File: config.mk
export PLATFORM = sky130hd
export DESIGN_NAME = fdr_ctrl
export DESIGN_NICKNAME = d
export VERILOG_FILES = /design/src/hw/rtl/fdr_pkg.sv /design/src/hw/rtl/fdr_ctrl.sv
export SDC_FILE = /design/constraint.sdc
export NUM_CORES = 1
export LEC_CHECK = 0
export ABC_CLOCK_PERIOD_IN_PS = 1400
export BUFFER_PORTS_ARGS = -buffer_cell sky130_fd_sc_hd__buf_2
export CAP_MARGIN = 20
export CORE_AREA = 5 5 42 44
export DETAILED_ROUTE_END_ITERATION = 10
export DIE_AREA = 0 0 47 49
export SLEW_MARGIN = 20
export SYNTH_ARGS = -nofsm -noshare
export SYNTH_HDL_FRONTEND = slang
export SYNTH_SLANG_ARGS = --single-unit
File: constraint.sdc
create_clock -name clock -period 1.4 [get_ports clock]
set_input_delay 0.07 -clock clock [delete_from_list [all_inputs] [get_ports clock]]
set_output_delay 0.07 -clock clock [all_outputs]
set_load 0.01 [all_outputs]
File: src/hw/rtl/fdr_pkg.sv
// shared types and constants of the feedback delay reverb
package fdr_pkg;

   localparam int RING_SIZE_W = 18;
   localparam int GAIN_W      = 16;
   localparam int GAIN_SHIFT  = 15;
   localparam int CSR_ADDR_W  = 4;
   localparam int CSR_DATA_W  = 32;
   localparam int REG_IDX_W   = 2;

   localparam logic [REG_IDX_W-1:0] REG_RING_SIZE = 2'd0;
   localparam logic [REG_IDX_W-1:0] REG_DAMP_GAIN = 2'd1;
   localparam logic [REG_IDX_W-1:0] REG_WET_GAIN  = 2'd2;
   localparam logic [REG_IDX_W-1:0] REG_DRY_GAIN  = 2'd3;

   localparam logic [RING_SIZE_W-1:0] RING_SIZE_RST = 18'd1024;
   localparam logic [GAIN_W-1:0]      DAMP_GAIN_RST = 16'd16384;
   localparam logic [GAIN_W-1:0]      WET_GAIN_RST  = 16'd16384;
   localparam logic [GAIN_W-1:0]      DRY_GAIN_RST  = 16'd32768;

   typedef struct packed {
      logic [RING_SIZE_W-1:0] ring_size;
      logic [GAIN_W-1:0]      damp_gain;
      logic [GAIN_W-1:0]      wet_gain;
      logic [GAIN_W-1:0]      dry_gain;
   } cfg_type;

   typedef struct packed {
      logic clr_step;
      logic take;
      logic rd;
      logic echo;
      logic mix;
      logic emit;
   } cmd_type;

   typedef struct packed {
      logic clr_last;
      logic out_free;
   } status_type;

endpackage

File: src/hw/rtl/fdr_ctrl.sv
// controller: clearing pass after reset and the per-word sequence
module fdr_ctrl
   import fdr_pkg::*;
(
   input  logic       clock,
   input  logic       reset,
   input  logic       req_valid,
   output logic       req_ready,
   input  status_type status,
   output cmd_type    cmd
);

   localparam logic [2:0] ST_CLEAR = 3'd0;
   localparam logic [2:0] ST_IDLE  = 3'd1;
   localparam logic [2:0] ST_ADDR  = 3'd2;
   localparam logic [2:0] ST_MUL   = 3'd3;
   localparam logic [2:0] ST_MIX   = 3'd4;
   localparam logic [2:0] ST_OUT   = 3'd5;

   logic [2:0] state_ff;
   logic [2:0] state_in;

   always_comb begin
      state_in  = state_ff;
      cmd       = '0;
      req_ready = 1'b0;
      case (state_ff)
         ST_CLEAR: begin
            cmd.clr_step = 1'b1;
            if (status.clr_last) begin
               state_in = ST_IDLE;
            end
         end
         ST_IDLE: begin
            req_ready = 1'b1;
            if (req_valid) begin
               cmd.take = 1'b1;
               state_in = ST_ADDR;
            end
         end
         ST_ADDR: begin
            cmd.rd   = 1'b1;
            state_in = ST_MUL;
         end
         ST_MUL: begin
            cmd.echo = 1'b1;
            state_in = ST_MIX;
         end
         ST_MIX: begin
            cmd.mix  = 1'b1;
            state_in = ST_OUT;
         end
         ST_OUT: begin
            if (status.out_free) begin
               cmd.emit = 1'b1;
               state_in = ST_IDLE;
            end
         end
         default: begin
            state_in = ST_IDLE;
         end
      endcase
   end

   always_ff @(posedge clock) begin
      if (reset) begin
         state_ff <= ST_CLEAR;
      end else begin
         state_ff <= state_in;
      end
   end

   a_take_to_out: assert property (@(posedge clock) disable iff (reset)
      cmd.take |-> ##4 (state_ff == ST_OUT))
      else $error("word did not reach the output step on time");

   a_clear_once: assert property (@(posedge clock) disable iff (reset)
      (state_ff != ST_CLEAR) |=> (state_ff != ST_CLEAR))
      else $error("clearing pass entered again");

   a_no_take_busy: assert property (@(posedge clock) disable iff (reset)
      cmd.take |=> !req_ready)
      else $error("new word taken while one is in flight");

endmodule
==> impl_metrics.py <==
metrics = {
    "floorplan": {
        "starting_density_of_the_core": 0.1268,
        "die-area_sq_um": 2303,
        "core.rowCount": 14,
        "core_area_sq_um": 1401,
        "floorplan.die.height_um": 49,
        "design.portCount": 12,
        "die_w_um": 47,
    },
    "cts": {
        "tritoncts": "done",
        "cts.clk_slew.worst_paths_ps": 40,
        "clk_root_buf": "clkbuf_4",
        "clock_tree.htree_level_count": 1,
        "cts.repair.resized": 0,
        "hold_buffers": 0,
        "cts-buffers-inserted": 3,
        "cts_setup_buffers": 0,
        "clock_latency_ps": 230,
        "numClockSinks": 3,
        "cts_buffer_depth": 2,
    },
    "drt": {
        "postRouteAntennaNets": 0,
        "dr.pass1.iters": 2,
        "drt_iter0_markers": 1,
        "ratio_of_routed_vias_to_standard_cells": 3.907,
        "routed_wirelength_um": 472,
        "dr_total_vias": 211,
        "detail_route.drc_violations": 0,
        "wl_per_cell_um": 8.741,
    },
    "sta": {
        "grt_setup_unrepaired": "false",
        "slew_violations": 0,
        "fin_setup_tns_ps": 0,
        "worst_slew_margin_rel": 0.8268,
        "post-route-period-util": 0.9175,
        "worst_slew_pin_slew_ps": 259.4,
        "endpoints_failing_hold": 0,
        "timing.fmax_ghz": 0.7785,
        "final-setup-viol-count": 0,
        "worst_clock_skew_ps": 0.9636,
        "period_needed_ps": 1284,
    },
    "cells_and_area": {
        "num-nets-final": 44,
        "syn_to_layout_area_delta_pct": 56.34,
        "largest_reg_flops": 3,
        "max_flop_register": "state_ff",
        "reg.largest.list": "state_ff: 3 flops",
        "diodes": 0,
        "final_layout_size_suffix_gt1_frac": 0.4211,
    },
    "synthesis": {
        "synth.lib_cells_used.distinct": 16,
        "synthesis.area_per_instance_sq_um": 7.403,
        "netlist_instances": 24,
        "synth.yosys.warnings": 0,
        "synth.ff_latch_count": 3,
        "syn_area_sq_um": 177.7,
        "yosysSeqAreaShare": 0.3380,
        "synthesis.nets": 29,
    },
    "placement": {
        "finalWeightedCongestion": 0.6511,
        "io_buffer_count": 11,
        "detail_placement_hpwl_um": 374.2,
    },
    "setup_path": {
        "crit_path_cell_trace": "nor2b_2 -> and2b_1 -> and2_1 -> buf_2",
        "critical-path-max-stage-delay_ps": 450,
        "critical_path.startpoint_type": "register",
        "critical-path-top-delay-family": "flip-flops",
        "timing.critical_path.arrival_ps": 1210,
        "critPathBufInv": 1,
        "critical_path_peak_fanout": 9,
        "data_required_critical_path_ps": 1330,
        "crit_path_end_kind": "output pin",
        "critPathKind": "reg -> out",
        "critical-path-slowest-cell": "dfxtp_1",
    },
    "worst_hold_path": {
        "worst_hold_path_type": "in -> reg",
    },
    "grt": {
        "wire_length_of_the_first_global_routing_pass_um": 779,
        "first_global_vias": 192,
        "grt_usage": 0.05000,
        "antenna_found_initial": 0,
        "grt-ovfl-total": 0,
        "grt_max_degree": 10,
    },
    "power_and_ir_drop": {
        "total_leakage_power_uw": 0.0001409,
        "vdd.ir_drop.worst_v": 0.0001700,
        "powerDensity_nw_per_um2": 1123,
        "post-layout-total-power_uw": 311.8,
    },
    "job": {
        "drv_cap": 0,
    },
    "outcome": {
        "run_status": "completed",
    },
}
-- placed cells by master (no fill, tap or decap), drive strengths merged, types with 2 or more instances in the layout --
cell type,netlist,final
a21oi,3,3
buf,1,11
clkbuf,0,4
dfxtp,3,3
nand2,2,2
nor2b,2,2
nor3,2,2
nor3b,2,2
-- power by group --
part	switching [uW]	leakage, uW	internal [uW]	total (uW)
logic	26.2	0.000101	29.3	55.5
clock network	44.5	0.0000150	107	151
registers	12.1	0.0000248	92.9	105
-- worst paths after layout --
kind               startpoint          end  slack, ps  cells after the start
setup reg to reg  state_ff[1]  state_ff[0]        340                      3
hold reg to reg   state_ff[2]  state_ff[2]        590                      2
setup / recovery  state_ff[1]       cmd[4]        120                      4
hold / removal          reset  state_ff[0]         20                      2
-- routing by layer --
layer	vias up	routed length (um)	track usage
li1	111	-	-
met2	7	238	0.07014
met1	91	185	0.04835
met5	-	0	0
met4	0	15	0.08295
met3	2	32	0
-- cells by family after synthesis --
| kind of cell | Yosys count | synth area share |
|---|---|---|
| and+or+nand+nor | 15 | 0.5001 |
| AOI/OAI and AO/OA | 4 | 0.1126 |
| DFF | 3 | 0.3380 |
| buffers and inverters | 2 | 0.04925 |
-- synth_stat cells --
cell / number / area, sq um
or3_1: 1 / 6.260
nor2b_1: 2 / 12.51
a21oi_1: 3 / 15.01
nor3b_1: 2 / 15.01
nand3b_1: 1 / 7.510
o21ai_0: 1 / 5.000
dfxtp_1: 3 / 60.06
buf_2: 1 / 5.000
and2b_1: 1 / 7.510
nor3_1: 2 / 10.01
and3_1: 1 / 6.260
and2_1: 1 / 6.260
or2_1: 1 / 6.260
nor2_1: 1 / 3.750
inv_1: 1 / 3.750
nand2_1: 2 / 7.510
-- metrics by stage --
step / area [sq um] / std cells / hold slack (ps) / util / worst slack, ps
finish: 277.8 / 54 / 20.33 / 0.1982 / 115.5
floorplan: 177.7 / 24 / 139.1 / - / 354.4
global placement: 247.7 / 50 / 267.8 / 0.1768 / 252.5
detailed placement: 247.7 / 50 / 273.2 / 0.1768 / 260.5
CTS: 274.0 / 54 / 23.69 / 0.1955 / 0.9094
global route: 277.8 / 54 / 23.24 / 0.1982 / 18.15
-- final cells by class --
| cell class | instances | area, sq um |
|---|---|---|
| Clock buffer | 4 | 26.28 |
| Inverter | 1 | 3.754 |
| Tap cell | 16 | 20.02 |
| Fill cell | 175 | 1124 |
| Multi-Input combinational cell | 19 | 111.4 |
| Timing Repair Buffer | 11 | 55.05 |
| Sequential cell | 3 | 61.31 |
No activity file was read; power rests on OpenSTA's default activity.
