===== config.mk =====
export PLATFORM = sky130hd
export DESIGN_NAME = fdr_csr
export DESIGN_NICKNAME = d
export VERILOG_FILES = /design/src/hw/rtl/fdr_pkg.sv /design/src/hw/rtl/fdr_csr.sv
export SDC_FILE = /design/constraint.sdc
export NUM_CORES = 1
export LEC_CHECK = 0
export BUFFER_PORTS_ARGS = -buffer_cell sky130_fd_sc_hd__clkbuf_2
export CORE_MARGIN = 2
export CORE_UTILIZATION = 45
export DETAILED_ROUTE_END_ITERATION = 12
export PLACE_DENSITY_LB_ADDON = 0.15
export SKIP_LAST_GASP = 1
export SYNTH_ARGS = -nofsm -noshare
export SYNTH_HDL_FRONTEND = slang
export SYNTH_SLANG_ARGS = --single-unit

===== constraint.sdc =====
create_clock -name clock -period 2.8 [get_ports clock]
set_input_delay 0.28 -clock clock [delete_from_list [all_inputs] [get_ports clock]]
set_output_delay 0.28 -clock clock [all_outputs]
set_load 0.03 [all_outputs]

===== src/hw/rtl/fdr_pkg.sv =====
// shared types and constants of the feedback delay reverb
package fdr_pkg;

   localparam int RING_SIZE_W = 18;
   localparam int GAIN_W      = 16;
   localparam int GAIN_SHIFT  = 15;
   localparam int CSR_ADDR_W  = 4;
   localparam int CSR_DATA_W  = 32;
   localparam int REG_IDX_W   = 2;

   localparam logic [REG_IDX_W-1:0] REG_RING_SIZE = 2'd0;
   localparam logic [REG_IDX_W-1:0] REG_DAMP_GAIN = 2'd1;
   localparam logic [REG_IDX_W-1:0] REG_WET_GAIN  = 2'd2;
   localparam logic [REG_IDX_W-1:0] REG_DRY_GAIN  = 2'd3;

   localparam logic [RING_SIZE_W-1:0] RING_SIZE_RST = 18'd1024;
   localparam logic [GAIN_W-1:0]      DAMP_GAIN_RST = 16'd16384;
   localparam logic [GAIN_W-1:0]      WET_GAIN_RST  = 16'd16384;
   localparam logic [GAIN_W-1:0]      DRY_GAIN_RST  = 16'd32768;

   typedef struct packed {
      logic [RING_SIZE_W-1:0] ring_size;
      logic [GAIN_W-1:0]      damp_gain;
      logic [GAIN_W-1:0]      wet_gain;
      logic [GAIN_W-1:0]      dry_gain;
   } cfg_type;

   typedef struct packed {
      logic clr_step;
      logic take;
      logic rd;
      logic echo;
      logic mix;
      logic emit;
   } cmd_type;

   typedef struct packed {
      logic clr_last;
      logic out_free;
   } status_type;

endpackage


===== src/hw/rtl/fdr_csr.sv =====
// configuration registers behind the apb-style port
module fdr_csr
   import fdr_pkg::*;
(
   input  logic                  clock,
   input  logic                  reset,
   input  logic                  psel,
   input  logic                  penable,
   input  logic                  pwrite,
   input  logic [CSR_ADDR_W-1:0] paddr,
   input  logic [CSR_DATA_W-1:0] pwdata,
   output logic [CSR_DATA_W-1:0] prdata,
   output logic                  pready,
   output cfg_type               cfg
);

   logic [RING_SIZE_W-1:0] ring_size_ff;
   logic [GAIN_W-1:0]      damp_ff;
   logic [GAIN_W-1:0]      wet_ff;
   logic [GAIN_W-1:0]      dry_ff;
   logic                   wr_en;
   logic [REG_IDX_W-1:0]   idx;

   assign pready = 1'b1;
   assign wr_en  = psel & penable & pwrite;
   assign idx    = paddr[REG_IDX_W+1:2];

   always_ff @(posedge clock) begin
      if (reset) begin
         ring_size_ff <= RING_SIZE_RST;
         damp_ff      <= DAMP_GAIN_RST;
         wet_ff       <= WET_GAIN_RST;
         dry_ff       <= DRY_GAIN_RST;
      end else if (wr_en) begin
         case (idx)
            REG_RING_SIZE: ring_size_ff <= pwdata[RING_SIZE_W-1:0];
            REG_DAMP_GAIN: damp_ff      <= pwdata[GAIN_W-1:0];
            REG_WET_GAIN:  wet_ff       <= pwdata[GAIN_W-1:0];
            REG_DRY_GAIN:  dry_ff       <= pwdata[GAIN_W-1:0];
            default: ;
         endcase
      end
   end

   always_comb begin
      case (idx)
         REG_RING_SIZE: prdata = CSR_DATA_W'(ring_size_ff);
         REG_DAMP_GAIN: prdata = CSR_DATA_W'(damp_ff);
         REG_WET_GAIN:  prdata = CSR_DATA_W'(wet_ff);
         REG_DRY_GAIN:  prdata = CSR_DATA_W'(dry_ff);
         default:       prdata = '0;
      endcase
   end

   assign cfg.ring_size = ring_size_ff;
   assign cfg.damp_gain = damp_ff;
   assign cfg.wet_gain  = wet_ff;
   assign cfg.dry_gain  = dry_ff;

endmodule


==> impl_results.md, run 1 <==
* Final Instance Count excl. Fillers at 484
* Layout cell share with drive strength beyond 1 at 37.9%
* DIE AREA at 7900 µm²
* Final Max Tran Viols at 0
* Ant diodes at 0
* Dpl cells at 470
* Clock-pin slew on the worst setup and hold paths at 60 ps
* FF-to-FF path depth at 2
* Fin Clk Skew at 0 ps
* Hold Path Origin: pwdata[16]
* Post-synthesis cell count at 285
* Minimum hold slack at 172 ps
* Vias in the first global route at 2271
* Drt total wl at 7.23 mm
* Nets@finish at 426
* Reg2reg end: damp_ff[3]$_SDFFE_PP0P_
* Worst Slack Setup Final at 813 ps
* CTS H-tree depth at 3
* Initial Utilization at 47.2%
* Multi-input gate area at 1710 µm²
* Total Routing Usage GR at 19.3%
* First-pass GRT wire length at 11.4 mm
* Power per cell area at 519 nW/µm²
* Post-route DRC at 0
* Worst EP required at 2520 ps
* Setup crit end kind: output port
* DRT antenna net count at 0
* CTS tree: built
* Final setup fails at 0
* Register-to-register setup slack at 2150 ps
* Initial antenna violation count at 0
* Static Leakage at 1.96 nW
* Post-Synth Adder-Cell Area at 0%
* Netlist Area Pre-Place at 3240 µm²
* Largest net degree at the start of global routing at 46
* Place WS at 785 ps
* Critical path type: primary input to output port
* FF+latch area at 1320 µm²
* Post-DP HPWL at 4.88 mm
* #FFs+latches synth at 66
* Slew Limit Headroom at 44.7%
* Max FO, Critical Path at 25
* Hold Crit Class: primary input to flop
* Post-Route Setup TNS at 0 ps
* DIE WIDTH at 88.9 µm
* Final Power at 2.05 mW
* Die H at 88.9 µm
* Clock Path Buffers at 2
* TritonCTS Buffers at 9
* GPL Wtd Cong at 0.688
* Initial drt markers at 55
* Port bufs at 108
* Fin crit share at 71.0%
* Area grow syn2layout at 21.6%
* Warnings from Yosys at 0
* Post-cts resize count at 0
* Unrepaired setup endpoints after global routing: no
* Worst-Margin Slew at 830 ps
* CP arrival at 1710 ps
* Maximum vdd drop at 292 µV
* Final min period at 1990 ps
* Main combinational cell family by area after synthesis: multiplexers
* Max Cap Viol at 0
* Final number of hold-violating endpoints at 0
* Wire per inst at 14.9 µm
* Core footprint at 6870 µm²
* GRT Residual Overflow at 0
* Achievable frequency at 503 MHz
* Simple-gate share of the synthesized area at 19.2%
* Synth Area in Compound Gates at 0.772%
* Outcome: finished, final reports clean
* Hold Buf Count CTS at 0
* Crit start category: primary input
* Io pins at 140
* DP Area at 3730 µm²
* Layout Utilization at 57.4%
* Clk_lat worst skew at 340 ps
* Mean Syn Cell Area at 11.4 µm²
* DR pass1 iterations at 4
* CTS root buf: clkbuf_8
* Post-synthesis xor/xnor area fraction at 0%
* Reg-to-reg startpoint: damp_ff[3]$_SDFFE_PP0P_
* Via-to-Cell Ratio at 4.88
* Routed via count at 2360
* Sequential area share after synthesis at 40.8%
* Num rows at 30
* Filler instances at 642
* Hold Path Depth at 3
* Mux contribution to synthesized area at 30.9%
* Total clock sinks at 66
* Post-synth cell types at 23
* Finished Cell Area at 3940 µm²
* Worst Hold Path EP: ring_size_ff[16]$_SDFFE_PP0P_
* Setup Fix Bufs, Post-CTS at 0
==> power breakdown <==
part | total [mW] | internal [mW] | switching [mW] | leakage [nW]
Combinational | 0.218 | 0.0782 | 0.140 | 1.32
Sequential | 0.960 | 0.951 | 0.00925 | 0.533
Clock | 0.868 | 0.515 | 0.353 | 0.105
==> synth_stat cells (all sizes together) <==
master  count  area share (%)
nand2b     76              15
dfxtp      66              41
mux2i      64              20
buf        28             7.2
mux4       16              11
clkbuf      8            0.93
nor2        8            0.93
nand3       4             1.0
a21oi       2            0.31
and2        2            0.39
and3        2            0.42
conb        2            0.23
nand3b      2            0.85
o31ai       2            0.46
nand2       1            0.19
nor3        1            0.50
nor3b       1            0.23
==> cell type report <==
| cell class | instances | share of cell area, % |
|---|---|---|
| sequential | 66 | 33.5 |
| multi-input combinational | 196 | 43.4 |
| timing repair buffer | 112 | 14.8 |
| tap | 96 | 3.05 |
| clock buffer | 11 | 3.59 |
| clock inverter | 3 | 1.65 |
==> routing by layer <==
metal	track usage, %	wire, µm	vias up
li1	-	-	1142
met1	23.6	3100	1124
met2	32.0	3520	84
met3	5.78	491	10
met4	7.85	115	0
met5	0	0	-
==> sequential cells by signal, summed over array words and instances, names as in the netlist <==
signal,cells
dry_ff,16
ring_size_ff,18
wet_ff,16
damp_ff,16
==> critical path, cell delays in order <==
cell      delay (ps)
clkbuf_2         620
mux4_2           600
clkbuf_2         200
==> cell usage in the layout (no fill, tap or decap), drive strengths merged, types with 4 or more instances in the layout <==
cell type / n
nand3: 4
nand2b: 76
nor2: 8
conb: 15
clkbuf: 119
mux2i: 64
buf: 4
mux4: 16
dfxtp: 66
==> cells by family (layout without fill, tap and decap cells) <==
group	Yosys count	after routing
buf+inv	36	126
simple gates	97	97
flops	66	66
other cells	2	15
compound gates	4	4
mux	80	80
==> how the worst max path moves through the flow <==
stage / from / endpoint
after floorplan: paddr[3] / prdata[10]
after global placement: paddr[2] / prdata[4]
after detailed placement: paddr[2] / prdata[0]
after CTS: paddr[2] / prdata[0]
after global routing: paddr[2] / prdata[5]
final: paddr[2] / prdata[2]
Power figures use the tool's default switching activity.
==> inputs of run 2 (changes only) <==
- clock period: 2.8 -> 1.9 ns (I/O delays scaled with it)
==> run 2 against run 1 <==
  * Setup slack worse by 470 ps
  * Power up 40%
  * Die area unchanged
  * First-iteration DRC count up 49%
  * Sequential power up 48%
  * Count of clock-buffer cells in the layout up 1
  * Wire length down 2.8%
  * Critical endpoint is now prdata[0]
==> impl_results.md, run 2 (synthesis results as in run 1) <==
* Largest net degree at the start of global routing at 86
* DIE WIDTH at 88.9 µm
* Largest Register: ring_size_ff
* Setup crit end kind: output port
* Hold Buf Count CTS at 0
* GPL Wtd Cong at 0.755
* CP max stage cell: mux4_2
* Place WS at 327 ps
* Hold Crit Class: primary input to flop
* Critical path type: primary input to output port
* Final Max Tran Viols at 0
* Ant diodes at 0
* Max FFs per register at 18
* Worst EP required at 1710 ps
* Routed via count at 2319
* Final number of hold-violating endpoints at 0
* Crit start category: primary input
* Post-route DRC at 0
* Unrepaired setup endpoints after global routing: no
* Maximum vdd drop at 341 µV
* Total clock sinks at 66
* Cell chain of the critical path: clkbuf_2 -> mux4_2 -> clkbuf_2
* GRT Residual Overflow at 0
* TritonCTS Buffers at 9
* Total Routing Usage GR at 18.3%
* Io pins at 140
* Max FO, Critical Path at 12
* DR pass1 iterations at 4
* Layout cell share with drive strength beyond 1 at 38.1%
* Commonest cells after routing, fill and taps aside: clkbuf_2, nand2b_1, dfxtp_1
* Largest delay share family, worst path: buffers and inverters
* Static Leakage at 1.97 nW
* Post-Route Setup TNS at 0 ps
* Post-DP HPWL at 4.86 mm
* Most common cell after layout, fill and taps aside: clkbuf_2
* Initial antenna violation count at 0
* Buffer and inverter count on the worst path at 2
* Initial Utilization at 47.2%
* DIE AREA at 7900 µm²
* DRT antenna net count at 0
* Filler instances at 621
* Slew Limit Headroom at 62.0%
* CTS root buf: clkbuf_8
* Wire per inst at 14.4 µm
* Final min period at 1550 ps
* Final setup fails at 0
* Core footprint at 6870 µm²
* Clock Path Buffers at 2
* CTS tree: built
* Clk_lat worst skew at 330 ps
* Clock-pin slew on the worst setup and hold paths at 60 ps
* Initial drt markers at 82
* Post-cts resize count at 0
* Outcome: finished, final reports clean
* CTS H-tree depth at 3
* Most common cell on crit path: clkbuf_2
* Fin crit share at 81.8%
* Worst Slack Setup Final at 346 ps
* Fin Clk Skew at 0 ps
* Power per cell area at 725 nW/µm²
* Vias in the first global route at 2167
* Area grow syn2layout at 22.2%
* Num rows at 30
* Port bufs at 108
* Drt total wl at 7.03 mm
* Worst-Margin Slew at 568 ps
* Setup Fix Bufs, Post-CTS at 0
* Achievable frequency at 643 MHz
* Die H at 88.9 µm
* First-pass GRT wire length at 10.9 mm
* Nets@finish at 428
* CP arrival at 1360 ps
* Max Cap Viol at 0
* CP max stage delay at 570 ps
* Via-to-Cell Ratio at 4.76
[run 2: changes by cell type in the layout (fill, tap and decap cells not counted)]
cell and delta:
clkbuf_1 +1, buf_12 +2, clkinv_2 +1, bufinv_16 -1
[run 2: routing by layer]
layer,track usage (%),wire [µm],vias to the layer above
met5,0,0,-
met4,7.02,105,0
met3,4.66,459,9
met2,29.1,3220,79
met1,24.1,3240,1081
li1,-,-,1150
[run 2: cell type report]
type	instances	area (µm²)	share of cell area, %
well taps	96	120	3.03
clock buffers	12	145	3.67
multi-input cells	196	1710	43.2
flip-flops and latches	66	1320	33.4
repair buffers	114	623	15.7
clock inverters	3	40.0	1.01
[run 2: path summary, 6_finish.rpt]
check,depth (start not counted),startpoint,to,slack (ps)
max,3,paddr[2],prdata[0],350
min,3,pwdata[16],ring_size_ff[16]$_SDFFE_PP0P_,100
max reg2reg,2,ring_size_ff[14]$_SDFFE_PP0P_,ring_size_ff[14]$_SDFFE_PP0P_,1240
min reg2reg,2,ring_size_ff[16]$_SDFFE_PP0P_,ring_size_ff[16]$_SDFFE_PP0P_,480
[run 2: worst register-to-register path, cell delays in order (launching register included)]
cell and delay (ps):
dfxtp_1 360, nand2b_1 70, mux2i_1 150
[run 2: power breakdown]
group / internal, mW / total (mW) / switching, mW
clock network: 0.632 / 1.13 / 0.495
registers: 1.40 / 1.42 / 0.0137
logic: 0.123 / 0.330 / 0.207
total: 2.16 / 2.87 / 0.716
[run 2: through the flow]
step | power [mW] | instance area (µm²) | hold slack [ps] | utilization (%) | instances
finish | 2.87 | 3960 | 96.1 | 57.6 | 487
global placement | 1.78 | 3770 | 437 | 54.9 | 472
global route | 2.99 | 3960 | 117 | 57.6 | 487
floorplan | 1.72 | 3290 | 338 | - | 298
CTS | 2.90 | 3960 | 83.1 | 57.6 | 487
detailed placement | 1.78 | 3770 | 433 | 54.9 | 472
